File: src/rtl/core/lpht_pkg.sv
// Shared types and constants for the linear-probe hash table.
// Holds field widths, operation and status codes, and the controller/datapath structs.
// No dependencies.
package lpht_pkg;

    localparam int KEY_W    = 32;
    localparam int HASH_W   = 32;
    localparam int VAL_W    = 32;
    localparam int MODE_W   = 2;
    localparam int STATUS_W = 2;
    localparam int LIMIT_W  = 8;
    localparam int USED_W   = 9;

    localparam logic [LIMIT_W-1:0] LOAD_LIMIT_RST = 8'd192;

    // operation codes
    localparam logic [MODE_W-1:0] MODE_GET = 2'd0;
    localparam logic [MODE_W-1:0] MODE_SET = 2'd1;
    localparam logic [MODE_W-1:0] MODE_DEL = 2'd2;
    localparam logic [MODE_W-1:0] MODE_RSV = 2'd3;

    // result status codes
    localparam logic [STATUS_W-1:0] STS_OK   = 2'd0;
    localparam logic [STATUS_W-1:0] STS_MISS = 2'd1;
    localparam logic [STATUS_W-1:0] STS_FULL = 2'd2;

    typedef struct packed {
        logic clear_step;
        logic load_req;
        logic probe_start;
        logic probe_step;
        logic commit;
    } dp_cmd_t;

    typedef struct packed {
        logic clear_done;
        logic hash_done;
        logic req_trivial;
        logic probe_done;
        logic out_free;
    } dp_status_t;

endpackage

File: src/rtl/core/lpht_ctrl.sv
// Controller of the hash table: clearing sweep, request acceptance, hash wait,
// probe walk and commit sequencing. Depends on lpht_pkg.
module lpht_ctrl (
    input  logic                 aclk,
    input  logic                 aresetn,
    input  logic                 s_tvalid,
    output logic                 s_tready,
    input  lpht_pkg::dp_status_t dp_status,
    output lpht_pkg::dp_cmd_t    dp_cmd
);
    import lpht_pkg::*;

    typedef enum logic [4:0] {
        S_CLEAR  = 5'b00001,
        S_IDLE   = 5'b00010,
        S_HASH   = 5'b00100,
        S_PROBE  = 5'b01000,
        S_COMMIT = 5'b10000
    } state_t;

    state_t state_reg;
    state_t state_next;

    always_comb begin
        state_next = state_reg;
        dp_cmd     = '0;
        s_tready   = 1'b0;
        unique case (state_reg)
            S_CLEAR: begin
                dp_cmd.clear_step = 1'b1;
                if (dp_status.clear_done) begin
                    state_next = S_IDLE;
                end
            end
            S_IDLE: begin
                s_tready = 1'b1;
                if (s_tvalid) begin
                    dp_cmd.load_req = 1'b1;
                    state_next      = S_HASH;
                end
            end
            S_HASH: begin
                // zero key or reserved mode skips the probe
                if (dp_status.req_trivial) begin
                    state_next = S_COMMIT;
                end else if (dp_status.hash_done) begin
                    dp_cmd.probe_start = 1'b1;
                    state_next         = S_PROBE;
                end
            end
            S_PROBE: begin
                dp_cmd.probe_step = 1'b1;
                if (dp_status.probe_done) begin
                    state_next = S_COMMIT;
                end
            end
            S_COMMIT: begin
                if (dp_status.out_free) begin
                    dp_cmd.commit = 1'b1;
                    state_next    = S_IDLE;
                end
            end
            default: state_next = S_CLEAR;
        endcase
    end

    always_ff @(posedge aclk) begin
        if (!aresetn) begin
            state_reg <= S_CLEAR;
        end else begin
            state_reg <= state_next;
        end
    end

endmodule

File: config.mk
export PLATFORM = sky130hd
export DESIGN_NAME = lpht_ctrl
export DESIGN_NICKNAME = d
export VERILOG_FILES = /design/src/rtl/core/lpht_pkg.sv /design/src/rtl/core/lpht_ctrl.sv
export SDC_FILE = /design/constraint.sdc
export NUM_CORES = 1
export LEC_CHECK = 0
export BUFFER_PORTS_ARGS = -buffer_cell sky130_fd_sc_hd__buf_2
export CAP_MARGIN = 5
export CORE_MARGIN = 2
export CORE_UTILIZATION = 25
export DETAILED_ROUTE_END_ITERATION = 8
export HOLD_SLACK_MARGIN = 0.15
export SYNTH_ARGS = -nofsm -noshare
export SYNTH_HDL_FRONTEND = slang
export SYNTH_SLANG_ARGS = --single-unit
File: constraint.sdc
create_clock -name aclk -period 1.76 [get_ports aclk]
set_input_delay 0.176 -clock aclk [delete_from_list [all_inputs] [get_ports aclk]]
set_output_delay 0.176 -clock aclk [all_outputs]
set_load 0.05 [all_outputs]
==> results of run 1 <==
-- power by group --
| group | switching (uW) | internal [uW] |
|---|---|---|
| sequential | 40.3 | 130 |
| combinational | 109 | 67.6 |
| clock | 52.1 | 86.0 |
| total | 202 | 284 |
-- cells in the final DEF, fill, tap and decap left out, types with 2 or more instances in the layout --
master and count:
buf_2 12, nand2_1 5, clkbuf_4 4, dfxtp_1 3, nor3_2 2, and3_2 2
and2_1 2, nor3b_1 2, o21ai_1 2, nor3_1 2, o21ai_0 2, dfxtp_2 2
-- critical path: cells and delay by family, from the launching register on --
family | cells | cell delay [ps]
flip-flops | 1 | 390
buffers and inverters | 1 | 220
AND/OR/NAND/NOR | 4 | 600
-- per-stage QoR --
| step | worst slack (ps) | hold WS [ps] | utilization (%) |
|---|---|---|---|
| CTS | 27.9 | 165 | 31.5 |
| floorplan | 122 | 254 | - |
| global route | 4.22 | 172 | 32.0 |
| finish | 118 | 173 | 32.0 |
| global placement | 294 | 428 | 29.8 |
| detailed placement | 304 | 435 | 29.8 |
-- synthesized netlist by cell type --
library cell,instances
o2bb2ai_1,1
and2_1,2
xor2_1,1
and3b_2,1
o311ai_1,1
nor3_2,1
a21oi_1,1
and3_2,2
nor2_1,2
dfxtp_1,5
or4_1,1
o2111ai_1,1
nor4b_2,1
nor3_1,3
nor3b_1,2
nor4_1,1
mux2_2,1
o21ai_1,2
xnor2_1,1
o211a_1,1
nor2b_1,1
nand2_1,5
buf_4,2
nor2_4,1
buf_6,3
inv_1,1
nand3_2,1
a32o_1,1
nand3_1,1
o21ai_0,2
-- kinds of logic (layout without fill, tap and decap cells) --
logic type / count (synthesis) / after routing
AND/OR/NAND/NOR: 25 / 25
AO/OA/AOI/OAI: 10 / 10
buffers and inverters: 6 / 18
flip-flops: 5 / 5
XOR/XNOR: 2 / 2
multiplexers: 1 / 1
-- layer usage --
layer | global-route usage (%) | share of wire (%)
met4 | 7.06 | 0
met3 | 3.60 | 1.9
met5 | 0 | 0
met2 | 14.2 | 47
met1 | 13.6 | 51
-- worst max-delay path by stage --
stage / start / end / slack, ps / cells after the start
4_1_cts: state_reg[1] / dp_cmd[0] / 30 / 5
3_5_place_dp: state_reg[1] / dp_cmd[0] / 300 / 5
2_1_floorplan: state_reg[3] / dp_cmd[3] / 120 / 5
5_1_grt: state_reg[0] / dp_cmd[0] / 4 / 5
3_3_place_gp: state_reg[2] / dp_cmd[2] / 290 / 3
6_report: state_reg[0] / dp_cmd[0] / 120 / 5
-- timing repair --
action,in CTS,in global routing
endpoints found under the setup margin,0,2
hold endpoints to repair,0,0
gates resized for setup,0,4
-- cell type report --
class                           count  area, um2  share of cell area (%)
Clock buffer                        4       26.3                    5.33
Inverter                            1       3.75                   0.761
Multi-Input combinational cell     38        273                    55.3
Sequential cell                     5        103                    20.8
Tap cell                           16       20.0                    4.06
Timing Repair Buffer               13       67.6                    13.7
==> impl_metrics.env, run 1 <==
export IMPL_status="complete, no violations"
export IMPL_firstDrtPassIters=2
export IMPL_required_ps=1580
export IMPL_post_route_min_period_ps=1640
export IMPL_whs_endpoint="state_reg[0]"
export IMPL_max_stage_delay_ps=390
export IMPL_post_cts_buffers=0
export IMPL_die_w_um=44.9
export IMPL_fmax_mhz=609
export IMPL_rr_endpoint="state_reg[4]"
export IMPL_timing_slew_headroom_pct=72.4
export IMPL_cp_cell_sequence="nor3_2 > nand2_1 > nor2_2 > and2_1 > clkbuf_4"
export IMPL_synth_simple_area_share_pct=39.5
export IMPL_stdcell_count=77
export IMPL_drc=0
export IMPL_whs_path_depth=2
export IMPL_core_area_um2=1540
export IMPL_ys_types=30
export IMPL_min_delay_start="aresetn"
export IMPL_grt_pass1_wl_mm=1.44
export IMPL_layout_nets=70
export IMPL_drt_iter0_drc=3
export IMPL_synth_compound_area_share_pct=17.1
export IMPL_setup_viol=0
export IMPL_nFillCells=177
export IMPL_drv_cap=0
export IMPL_crit_type="flip-flop to primary output"
export IMPL_synthCells=49
export IMPL_synth_seq_cells=5
export IMPL_port_buffers=13
export IMPL_ys_top_cells_by_area="dfxtp_1, buf_6, nand2_1"
export IMPL_fin_setup_tns_ps=0
export IMPL_synth_fa_ha_area_share_pct=0
export IMPL_antenna_found_initial=0
export IMPL_p_leak_uw=0.000216
export IMPL_clock_path_buffers=2
export IMPL_worst_pin_slew_ps=414
export IMPL_post_synth_top_area_cell="dfxtp_1"
export IMPL_post_drt_wl_per_cell_um=11.9
export IMPL_syn_num_nets=57
export IMPL_io_pins=14
export IMPL_synth_xor_area_share_pct=4.19
export IMPL_yosysTopAreaCellShare_pct=24.0
export IMPL_seq_area_frac_synth_pct=24.0
export IMPL_slowest_stage="dfxtp_1"
export IMPL_final_cell_area_um2=493
export IMPL_grt_use_total_pct=10.4
export IMPL_r2r_start="state_reg[3]"
export IMPL_synthToLayoutAreaGrowth_pct=18.0
export IMPL_reg2regPathDepth=4
export IMPL_rsz0062_at_grt="false"
export IMPL_largest_reg_flops=5
export IMPL_end_kind="primary output"
export IMPL_synthMuxAreaShare_pct=2.69
export IMPL_post_place_cells=73
export IMPL_dpl_cell_area_um2=459
export IMPL_synth_area_per_cell_um2=8.53
export IMPL_finalClockSkew_ps=3.67
export IMPL_avgViaCountPerCell=4.99
export IMPL_ir_drop_v=0.000429
export IMPL_rows=14
export IMPL_period_share_pct=93.3
export IMPL_synth_top_family_by_area="simple AND/OR/NAND/NOR gates"
export IMPL_power_uw=485
export IMPL_finalMaxSlewViolations=0
export IMPL_num_antenna_cells=0
export IMPL_power_density_nw_per_um2=984
export IMPL_wirelength_um=913
export IMPL_hold_class="primary input to flip-flop"
export IMPL_dp_hpwl_um=689
export IMPL_hold_viol_final=0
export IMPL_hold_buffers=0
export IMPL_dr_total_vias=384
export IMPL_grt_overflow_total=0
export IMPL_cp_start_kind="flip-flop"
export IMPL_cts_tree="built"
export IMPL_htreeDepth=1
export IMPL_cp_arrival_ps=1470
export IMPL_drive_gt1_share_pct=45.9
export IMPL_clk_pin_slew_ps=50
export IMPL_yosys_warnings=0
export IMPL_grt_max_degree=11
export IMPL_die_y_um=44.9
export IMPL_clk_latency_ps=250
export IMPL_cts_sinks=5
export IMPL_reg2reg_slack_ps=270
export IMPL_gp_congestion=0.780
export IMPL_cts_root_buffer="clkbuf_4"
export IMPL_syn_area_um2=418
export IMPL_cts_buffers=3
export IMPL_initial_core_util_pct=27.1
export IMPL_grt_pass1_vias=347
export IMPL_crit_fanout=9
export IMPL_drtAntennaViolNets=0
export IMPL_die_area_um2=2010
Power figures use the tool's default switching activity.
==> run 2, diff against run 1 <==
Settings changed: ABC_AREA set to 1, SLEW_MARGIN set to 20.
==> run 2 against run 1 <==
  * Critical path type unchanged
  * Critical path depth rose by 2
  * Power increased by 47%
  * Utilization grew 2.5 points
  * Sequential cell count stayed put
  * Clock skew shrank 2.1 ps
  * Highest routed layer is now met4
  * Via count up 16%
==> impl_metrics.env, run 2 <==
export IMPL_antenna_found_initial=0
export IMPL_reg2reg_slack_ps=640
export IMPL_intPower_uw=344
export IMPL_clk_pin_slew_ps=50
export IMPL_ir_drop_v=0.000539
export IMPL_grt_max_degree=10
export IMPL_switchingPower_uw=367
export IMPL_dr_total_vias=445
export IMPL_cts_sinks=5
export IMPL_cts_resized=0
export IMPL_rsz0062_at_grt="false"
export IMPL_io_pins=14
export IMPL_num_antenna_cells=0
export IMPL_max_stage_delay_ps=420
export IMPL_fin_ws_ps=155
export IMPL_die_w_um=43.6
export IMPL_syn_area_um2=392
export IMPL_final_cell_area_um2=513
export IMPL_drtAntennaViolNets=0
export IMPL_synthCells=63
export IMPL_seqPwrFrac_pct=26.1
export IMPL_dpl_cell_area_um2=477
export IMPL_core_area_um2=1490
export IMPL_ys_types=13
export IMPL_grt_use_total_pct=11.0
export IMPL_crit_type="flip-flop to primary output"
export IMPL_whs_ps=221
export IMPL_final_common_cell="inv_1"
export IMPL_synth_area_per_cell_um2=6.22
export IMPL_drc=0
export IMPL_finalMaxSlewViolations=0
export IMPL_cp_cell_sequence="inv_2 > nor2_2 > nand3_1 > nor2_1 > nand2_1 > inv_1 > buf_2"
export IMPL_most_common_layout_cells="inv_1, buf_2, nor2_1"
export IMPL_die_area_um2=1900
export IMPL_hold_class="primary input to flip-flop"
export IMPL_synth_simple_area_share_pct=52.4
export IMPL_drive_gt1_share_pct=34.6
export IMPL_post_drt_wl_per_cell_um=8.88
export IMPL_status="complete, no violations"
export IMPL_cp_start_kind="flip-flop"
export IMPL_worst_path_buf_inv=3
export IMPL_clock_path_buffers=2
export IMPL_post_route_min_period_ps=1600
export IMPL_ys_flop_type="dfxtp_1"
export IMPL_hold_viol_final=0
export IMPL_cts_buffers=3
export IMPL_finalClockSkew_ps=1.58
export IMPL_power_uw=711
export IMPL_synthMuxAreaShare_pct=0
export IMPL_p_leak_uw=0.000314
export IMPL_drv_cap=0
export IMPL_power_frac_clock_pct=19.5
export IMPL_wirelength_um=861
export IMPL_p_sw_share_pct=51.6
export IMPL_setup_viol=0
export IMPL_cp_arrival_ps=1430
export IMPL_firstDrtPassIters=4
export IMPL_post_synth_top_area_cell="dfxtp_1"
export IMPL_clk_latency_ps=250
export IMPL_yosys_warnings=0
export IMPL_ys_top_cells_by_area="dfxtp_1, inv_1, nand4_1"
export IMPL_dp_hpwl_um=705
export IMPL_layout_nets=90
export IMPL_rows=14
export IMPL_port_buffers=13
export IMPL_required_ps=1580
export IMPL_async_reset_ff_share_pct=0
export IMPL_yosysTopAreaCellShare_pct=25.6
export IMPL_slowest_stage="dfxtp_1"
export IMPL_fin_setup_tns_ps=0
export IMPL_synth_top_family_by_area="simple AND/OR/NAND/NOR gates"
export IMPL_synth_compound_area_share_pct=3.83
export IMPL_place_ws_ps=420
export IMPL_timing_slew_headroom_pct=83.6
export IMPL_crit_fanout=3
export IMPL_grt_overflow_total=0
export IMPL_synth_enable_flop_cells=0
export IMPL_grt_pass1_wl_mm=1.46
export IMPL_synth_commonest_cells="inv_1, nor2_1, nand3_1, nand4_1"
export IMPL_htreeDepth=1
export IMPL_power_density_nw_per_um2=1390
export IMPL_synthToLayoutAreaGrowth_pct=31.0
export IMPL_avgViaCountPerCell=4.59
export IMPL_drt_iter0_drc=12
export IMPL_cts_root_buffer="clkbuf_4"
export IMPL_p_comb_share_pct=54.4
export IMPL_cts_tree="built"
export IMPL_synth_fa_ha_area_share_pct=0
export IMPL_period_share_pct=91.2
export IMPL_initial_core_util_pct=26.3
export IMPL_die_y_um=43.6
export IMPL_seq_area_frac_synth_pct=25.6
export IMPL_gp_congestion=0.761
export IMPL_post_synth_top_count_cell="inv_1"
export IMPL_post_cts_buffers=0
export IMPL_syn_num_nets=71
export IMPL_fmax_mhz=623
export IMPL_end_kind="primary output"
export IMPL_worst_pin_slew_ps=247
export IMPL_critPathTopFamily="flip-flops"
export IMPL_largest_reg_flops=5
export IMPL_synth_xor_area_share_pct=0
export IMPL_synth_seq_cells=5
export IMPL_grt_pass1_vias=387
## run 2: cell types whose count changed after synthesis, sizes merged, moves of 2 or more
cell,before,now
and3,2,0
a21oi,1,3
nand4,0,8
buf,5,0
nand3,2,8
nor3b,2,0
and2,2,0
o21ai,4,0
inv,1,19
nor3,4,0
nor2,3,14
## run 2: what timing repair did
item | in CTS | in global routing
hold buffers | 0 | 1
hold endpoints to repair | 0 | 1
setup endpoints to repair | 0 | 0
## run 2: stage by stage
| step | util, % | cells |
|---|---|---|
| floorplan | - | 63 |
| global placement | 32.0 | 92 |
| detailed placement | 32.0 | 92 |
| CTS | 33.8 | 96 |
| global route | 34.5 | 97 |
| finish | 34.5 | 97 |
## run 2: path summary, 6_finish.rpt
check,startpoint,endpoint,depth (start not counted)
setup / recovery,state_reg[2],dp_cmd[2],7
hold / removal,dp_status[3],state_reg[3],3
setup reg to reg,state_reg[3],state_reg[4],7
hold reg to reg,state_reg[4],state_reg[4],2
## run 2: layout make-up
class | count | area (um2)
timing repair buffer | 14 | 75.1
inverter | 19 | 71.3
multi-input combinational | 39 | 220
fill | 169 | 976
clock buffer | 4 | 26.3
tap | 16 | 20.0
sequential | 5 | 100
## run 2: worst min-delay path, cell delays in order
cell and delay (ps):
buf_2 100, nand2_1 80, a21oi_1 60
## run 2: cells by family after synthesis
family / Yosys count
simple gates: 36
flops: 5
compound gates: 3
buf+inv: 19
## run 2: power by group through the flow
stage	Clock, uW	Sequential (uW)	Combinational [uW]
global route	153	192	420
global placement	0	187	389
finish	139	186	387
floorplan	0	183	317
CTS	142	186	390
detailed placement	0	188	388
## run 2: per-layer routing
metal	vias up	track usage, %	part of all wire, %
li1	236	-	-
met3	5	3.75	4.5
met5	-	0	0
met1	191	11.4	46
met2	13	16.8	44
met4	0	10.9	4.8
==> run 3, diff against run 2 <==
==> constraint.sdc (replaced) <==
create_clock -name aclk -period 1.76 [get_ports aclk]
set_input_delay 0 -clock aclk [delete_from_list [all_inputs] [get_ports aclk]]
set_output_delay 0 -clock aclk [all_outputs]
set_load 0.05 [all_outputs]
==> run 3 against run 2 <==
  * Sequential share of layout area shrank 1.6 points
  * Utilization grew 3.4 points
  * Clock skew grew 3.8 ps
  * Critical path depth is the same
  * Register-to-register slack lost 470 ps
  * Sequential power is essentially flat
  * Wire length grew 13%
  * Clock power grew 3%
  * Maximum frequency grew 0.97%
  * Critical path type is now flip-flop to flip-flop
  * Critical endpoint is now state_reg[0]
==> impl_metrics.env, run 3 (same netlist as run 2, synthesis figures left out) <==
export IMPL_cp_arrival_ps=1720
export IMPL_grt_pass1_vias=426
export IMPL_port_buffers=13
export IMPL_htreeDepth=1
export IMPL_fin_setup_tns_ps=0
export IMPL_drt_iter0_drc=22
export IMPL_io_pins=14
export IMPL_slowest_stage="dlygate4sd3_1"
export IMPL_p_leak_uw=0.000337
export IMPL_grt_use_total_pct=12.1
export IMPL_finalClockSkew_ps=5.41
export IMPL_cts_root_buffer="clkbuf_4"
export IMPL_whs_ps=227
export IMPL_initial_core_util_pct=26.3
export IMPL_max_stage_delay_ps=550
export IMPL_die_area_um2=1900
export IMPL_synthToLayoutAreaGrowth_pct=44.1
export IMPL_dr_total_vias=472
export IMPL_core_area_um2=1490
export IMPL_hold_viol_final=0
export IMPL_antenna_found_initial=0
export IMPL_cts_sinks=5
export IMPL_grt_overflow_total=0
export IMPL_firstDrtPassIters=4
export IMPL_rsz0062_at_grt="false"
export IMPL_clk_pin_slew_ps=40
export IMPL_num_antenna_cells=0
export IMPL_most_common_layout_cells="inv_1, buf_2, nor2_1"
export IMPL_drive_gt1_share_pct=33.7
export IMPL_ir_drop_v=0.000539
export IMPL_cpMostUsedCell="nand3_1"
export IMPL_cp_start_kind="flip-flop"
export IMPL_whs_path_depth=5
export IMPL_timing_slew_headroom_pct=83.6
export IMPL_reg2regPathDepth=7
export IMPL_post_route_min_period_ps=1590
export IMPL_post_cts_buffers=0
export IMPL_largest_reg_flops=5
export IMPL_worst_pin_slew_ps=247
export IMPL_cts_buffers=3
export IMPL_power_density_nw_per_um2=1310
export IMPL_drv_cap=0
export IMPL_final_common_cell="inv_1"
export IMPL_crit_fanout=7
export IMPL_cts_tree="built"
export IMPL_die_w_um=43.6
export IMPL_fmax_mhz=629
export IMPL_crit_type="flip-flop to flip-flop"
export IMPL_end_kind="flip-flop"
export IMPL_clk_latency_ps=250
export IMPL_drc=0
export IMPL_cp_cell_sequence="nor2_4 > nand3_1 > nand2_1 > inv_1 > nand4_1 > nand3_1 > dlygate4sd3_1"
export IMPL_layout_nets=95
export IMPL_drtAntennaViolNets=0
export IMPL_setup_viol=0
export IMPL_post_drt_wl_per_cell_um=9.53
export IMPL_clock_path_buffers=2
export IMPL_hold_class="primary input to flip-flop"
export IMPL_dp_hpwl_um=705
export IMPL_die_y_um=43.6
export IMPL_avgViaCountPerCell=4.63
export IMPL_finalMaxSlewViolations=0
export IMPL_nFillCells=167
export IMPL_gp_congestion=0.760
export IMPL_grt_pass1_wl_mm=1.64
export IMPL_required_ps=1890
export IMPL_status="complete, no violations"
export IMPL_wirelength_um=972
export IMPL_grt_max_degree=10
export IMPL_period_share_pct=90.3
export IMPL_rows=14
==> run 3: changes by cell type in the layout (fill, tap and decap cells not counted) <==
| cell | change |
|---|---|
| dlygate4sd3_1 | +5 |
| dfxtp_1 | -1 |
| dfxtp_2 | +1 |
==> run 3: what timing repair did <==
| action | 4_1_cts | 5_1_grt |
|---|---|---|
| hold endpoints to repair | 5 | 0 |
| hold buffers | 6 | 0 |
| endpoints found under the setup margin | 0 | 1 |
| gates resized for setup | 0 | 1 |
==> run 3: stage by stage <==
step | instances | area (um2) | setup WS [ps] | total power [uW] | util (%)
2_1_floorplan | 63 | 392 | 156 | 500 | -
3_3_place_gp | 92 | 477 | 620 | 576 | 32.0
3_5_place_dp | 92 | 477 | 596 | 575 | 32.0
4_1_cts | 102 | 563 | 148 | 741 | 37.8
5_1_grt | 102 | 564 | 50.1 | 796 | 37.9
6_report | 102 | 564 | 171 | 741 | 37.9
==> run 3: final timing paths <==
check,slack [ps],start,to
setup / recovery,170,state_reg[0],state_reg[0]
hold / removal,230,dp_status[1],state_reg[1]
setup reg to reg,170,state_reg[0],state_reg[0]
hold reg to reg,520,state_reg[4],state_reg[4]
==> run 3: critical path: cells and delay by family, from the launching register on <==
family	cells	cell delay, ps
DFF	1	340
buffers and inverters	2	600
and+or+nand+nor	5	540
==> run 3: power breakdown <==
| part | switching [uW] | internal (uW) | total [uW] |
|---|---|---|---|
| sequential | 39.0 | 147 | 186 |
| clock | 56.6 | 86.3 | 143 |
| combinational | 282 | 130 | 412 |
| total | 377 | 363 | 741 |
==> run 3: area by class of cell <==
type                       count  area [um2]  area share [%]
inverter                      19        71.3            12.6
tap                           16        20.0            3.55
sequential                     5         101            18.0
timing repair buffer          19         125            22.2
clock buffer                   4        26.3            4.66
multi-input combinational     39         220            39.0
==> run 3: routing by layer <==
| metal | vias to the layer above | wire [um] | GRT usage [%] |
|---|---|---|---|
| li1 | 245 | - | - |
| met1 | 209 | 427 | 12.2 |
| met2 | 13 | 464 | 20.6 |
| met3 | 5 | 42 | 3.75 |
| met4 | 0 | 38 | 9.09 |
| met5 | - | 0 | 0 |
